`config.mk`:
```
export PLATFORM = sky130hd
export DESIGN_NAME = ljpf_mul
export DESIGN_NICKNAME = d
export VERILOG_FILES = /design/src/rtl/ljpf_mul.sv
export SDC_FILE = /design/constraint.sdc
export NUM_CORES = 2
export LEC_CHECK = 0
export BUFFER_PORTS_ARGS = -buffer_cell sky130_fd_sc_hd__buf_2
export CAP_MARGIN = 20
export CORE_MARGIN = 2
export CORE_UTILIZATION = 60
export DETAILED_ROUTE_END_ITERATION = 12
export GPL_TIMING_DRIVEN = 0
export PLACE_DENSITY = 0.89
export SETUP_SLACK_MARGIN = 0.4
export SLEW_MARGIN = 30
export SYNTH_ARGS = -nofsm -noshare
export SYNTH_HDL_FRONTEND = slang
export SYNTH_SLANG_ARGS = --single-unit
```
`constraint.sdc`:
```
create_clock -name clk -period 7.62 [get_ports clk]
set_input_delay 0.381 -clock clk [delete_from_list [all_inputs] [get_ports clk]]
set_output_delay 0.381 -clock clk [all_outputs]
set_load 0.05 [all_outputs]
```
`src/rtl/ljpf_mul.sv`:
```
module ljpf_mul #(
  parameter int AW = 32,
  parameter int BW = 32
) (
  input  logic             clk,
  input  logic             en,
  input  logic [AW-1:0]    a,
  input  logic [BW-1:0]    b,
  output logic [AW+BW-1:0] p
);
  logic [63:0]  ax;
  logic [63:0]  bx;
  logic [63:0]  prod_ll;
  logic [63:0]  prod_lh;
  logic [63:0]  prod_hl;
  logic [63:0]  prod_hh;
  logic [127:0] sum;

  assign ax = 64'(a);
  assign bx = 64'(b);

  // Four 32x32 partial products, then one registered sum.
  always_ff @(posedge clk) begin
    if (en) begin
      prod_ll <= ax[31:0] * bx[31:0];
      prod_lh <= ax[31:0] * bx[63:32];
      prod_hl <= ax[63:32] * bx[31:0];
      prod_hh <= ax[63:32] * bx[63:32];
    end
  end

  assign sum = 128'(prod_ll) + (128'(prod_lh) << 32) + (128'(prod_hl) << 32)
             + (128'(prod_hh) << 64);

  always_ff @(posedge clk) begin
    if (en) begin
      p <= sum[AW+BW-1:0];
    end
  end
endmodule

```
### Word-level counts from Yosys, hierarchy flattened

Cells that the tools add are included.
Widths: inputs -> output; s select.

| word-level totals | value |
|---|---|
| bits in registers | 128 |
| output and inout port bits | 64 |

| operators by class | value |
|---|---|
| $mul | 1 |

Operators by type and width:

| operator | number |
|---|---|
| $mul 32x32->64 | 1 |

### Depth between registers and ports, before layout

| logic depth | value |
|---|---|
| depth after elaboration | 1 |
| mapped depth | 29 |
| depth with buffers taken out | 28 |

### Least setup slack after synthesis

No wires, ideal clock.

| path | value |
|---|---|
| kind | input to register |
| from | input b[9] |
| to | register prod_ll[60] (data pin) |
| library setup time | 0.262 ns |
| data arrival time | 7.440 ns |
| slack | -0.082 ns |
| cell stages on the path | 26 |
| cell sequence | clkbuf_1 > nand2_1 > fa_1 > inv_1 > fa_1 > inv_1 > fa_1 > inv_1 > fa_1 > fa_1 > fa_1 > fa_1 > inv_1 > fa_1 > inv_1 > ha_1 > and3_1 > and3_2 > and2_4 > a2111o_1 > a32oi_1 > a31oi_1 > a221o_1 > a221oi_1 > o21ai_1 > xor2_1 |

| on the way | value |
|---|---|
| cells in the longest elaborated chain, start to end | 1 |

RTL lines:

| element | RTL line | source |
|---|---|---|
| start, declared | 8 | `input logic [BW-1:0] b,` |
| $mul 32x32->64 | 25 | `prod_ll <= ax[31:0] * bx[31:0];` |
| end signal, assigned | 25 |  |
| end, declared | 13 | `logic [63:0] prod_ll;` |

Every way passes these cells.
A chain may end at the register's enable or synchronous reset.

### Worst setup path in the final report

| path | value |
|---|---|
| from | input a[18] |
| to | register prod_ll[60] (data pin) |

| on the way | value |
|---|---|
| cells in the longest elaborated chain, start to end | 1 |

RTL lines:

| element | RTL line | source |
|---|---|---|
| start, declared | 7 | `input logic [AW-1:0] a,` |
| $mul 32x32->64 | 25 |  |

Every way passes these cells.

==> results.json <==
{
  "status": "complete, but fails checks",
  "violations": "negative setup slack",
  "placed_cells": 4711,
  "via_count": 30100,
  "grt_use_met3_pct": 14.3,
  "viasPerCell": 6.15,
  "finish.utilization_pct": 70.9,
  "yosys_warnings": 0,
  "hold_path.class": "in2reg",
  "regArea_um2": 3840,
  "drt_pre_antenna_iters": 7,
  "worst_pin_slew_ps": 930,
  "gp_congestion": 1.10,
  "syn_area_um2": 37100,
  "rr_endpoint": "p[60]$_DFFE_PP_",
  "cts.sinks": 128,
  "layout.nets": 5285,
  "num_rows": 91,
  "end_kind": "register",
  "critPathLaunch": "a[18]",
  "criticalPathCategory": "in2reg",
  "async_flop_share_pct": 0,
  "rrSetupSlack_ps": 6950,
  "wl_um": 137000,
  "final_cells": 4891,
  "drt_iter0_markers": 3345,
  "slew_viol_final": 0,
  "relSlewSlack_pct": 38.0,
  "period_needed_ps": 7830,
  "start_util_pct": 60.5,
  "grt_setup_unrepaired": "true",
  "busiest_layer": "met2",
  "cts.path.max_buffers": 2,
  "grt_max_degree": 94,
  "gr-usage-met2_pct": 65.1,
  "skew_ps": 9.76,
  "ys_seq_elements": 128,
  "cts_tree": "built",
  "max_cap_viol_count": 0,
  "place_area_um2": 39100,
  "r2r-start": "prod_ll[60]$_DFFE_PP_",
  "io_buffers": 129,
  "layout-drive-gt1-share_pct": 17.2,
  "ys.flop_type": "edfxtp_1",
  "clock_latency_ps": 420,
  "place_hpwl_um": 104000,
  "fin_ws_ps": -206,
  "setup_viol": 7,
  "ioPinCount": 130,
  "ys_types": 71,
  "r2r_cells": 0,
  "slowest_stage": "fa_2",
  "hold_viol_final": 0,
  "ys_seq_area_share_pct": 10.4,
  "critPathMostFrequentCell": "fa_2",
  "syn_inst": 3791,
  "htreeDepth": 4,
  "die_h_um": 253,
  "track_usage_pct": 43.5,
  "critPathRequiredTime_ps": 7780,
  "grt_pass1_vias": 31700,
  "post-route-drc-count": 0,
  "syn_nets": 5016,
  "design.core.area_um2": 61400,
  "synth_edf_count": 128,
  "fillers": 4160,
  "cp_max_fo": 9,
  "multi_input_area_um2": 30100,
  "cts_buffers": 17,
  "syn2layout_area_growth_pct": 17.3,
  "antenna_found_initial": 20,
  "period_share_pct": 103,
  "max_clock_freq_ghz": 0.128,
  "die_w_um": 253,
  "dieArea_um2": 63800,
  "arrival_ps": 7990,
  "syn_avg_cell_area_um2": 9.79,
  "grt_pass1_wl_um": 196000,
  "grt-ovfl-total": 0,
  "start_kind": "input port",
  "ant_nets": 0,
  "grt_use_met1_pct": 49.0,
  "wl_per_cell_um": 28.1,
  "path_clk_slew_ps": 70,
  "final_cell_area_um2": 43500,
  "cts_root_buf": "clkbuf_16",
  "endpoint": "prod_ll[60]$_DFFE_PP_",
  "max_stage_delay_ps": 740
}
-- per-layer routing --
layer / wire (µm) / vias to the layer above
met2: 59800 / 2562
met1: 41900 / 14900
met3: 18300 / 913
met4: 17200 / 4
met5: 29 / -
li1: - / 11700
-- through the flow --
step                      setup WS, ps  hold WS [ps]  TNS, ps
final                             -206           336     -662
after global routing              -316           328    -1210
after CTS                         7.42           323        0
after detailed placement         -1460           405   -26350
after global placement           -1380           402   -22840
after floorplan                    217           400        0
-- state kept, by name (all words and copies together) (netlist names) --
register / cells
p: 64
prod_ll: 64
-- worst min-delay path by stage --
| stage | from | end | slack (ps) | cells past startpoint |
|---|---|---|---|---|
| 6_report | en | prod_ll[50]$_DFFE_PP_ | 340 | 1 |
| 5_1_grt | en | prod_ll[52]$_DFFE_PP_ | 330 | 1 |
| 4_1_cts | en | prod_ll[50]$_DFFE_PP_ | 320 | 1 |
| 3_5_place_dp | prod_ll[14]$_DFFE_PP_ | p[14]$_DFFE_PP_ | 400 | 0 |
| 3_3_place_gp | prod_ll[15]$_DFFE_PP_ | p[15]$_DFFE_PP_ | 400 | 0 |
| 2_1_floorplan | prod_ll[0]$_DFFE_PP_ | p[0]$_DFFE_PP_ | 400 | 0 |
-- layout make-up --
cell class	count	area share [%]
clock inverter	15	0.342
sequential	128	8.83
tap	790	2.27
multi-input combinational	2588	69.1
buffer	214	6.52
antenna	28	0.161
timing repair buffer	250	4.31
inverter	861	7.44
clock buffer	17	0.977
-- cell usage after synthesis, types with 2 or more instances --
master	count	area, µm²
nand2_1	473	1780
a211o_1	2	17.5
o21a_1	4	30.0
inv_1	861	3230
and2_1	599	3750
a21o_1	32	240
and3_1	8	50.1
edfxtp_1	128	3840
nor2_1	31	116
a221oi_1	2	17.5
a31oi_1	15	93.8
buf_4	4	30.0
nand2b_1	3	18.8
nor3_1	7	35.0
o21ai_1	4	20.0
a211oi_1	4	30.0
clkbuf_8	3	41.3
o21ai_0	36	180
o31ai_1	2	15.0
ha_1	263	3290
fa_1	896	17900
nand3_1	10	50.1
nor2b_1	3	18.8
xnor2_1	35	307
a21o_2	2	17.5
nand4_1	18	113
o21bai_1	9	67.6
a21oi_1	65	325
clkbuf_1	204	766
xor2_1	27	236
-- kinds of logic (layout without fill, tap and decap cells) --
kind of cell,Yosys count,count (layout),synth area share [%]
flops,128,128,10.4
buf+inv,1075,1357,11.1
other cells,0,28,0
simple gates,1164,1164,16.2
xor+xnor,62,62,1.46
compound gates,202,202,3.58
mux,1,1,0.0270
fa+ha+maj,1159,1159,57.2
-- worst max-delay path, delay by kind of cell --
kind	cells	cell delay, ps
adder cells (fa/ha/maj)	9	4560
AO/OA/AOI/OAI	8	2000
buffers and inverters	5	590
AND/OR/NAND/NOR	2	270
XOR/XNOR	1	170
-- cell usage in the layout, fill, tap and decap left out, types with 32 or more instances in the layout --
cell type / netlist / routed
clkbuf_8: 3 / 70
clkbuf_16: 0 / 61
buf_6: 1 / 32
and2_1: 599 / 570
edfxtp_1: 128 / 128
buf_4: 4 / 111
nand2_1: 473 / 467
xnor2_1: 35 / 32
fa_2: 0 / 63
a21oi_1: 65 / 47
ha_1: 263 / 241
fa_1: 896 / 833
buf_2: 0 / 105
a21o_1: 32 / 32
inv_1: 861 / 832
-- timing repair --
item | in CTS | in global routing
buffers inserted | 83 | 34
gates resized for setup | 611 | 145
gates cloned | 3 | 0
endpoints found under the setup margin | 39 | 25
pin swaps | 129 | 112
hold buffers | 0 | 0
Power is left out: the tool's default activity adds up to more than one toggle a clock period on the data nets, which glitch-free logic cannot reach.
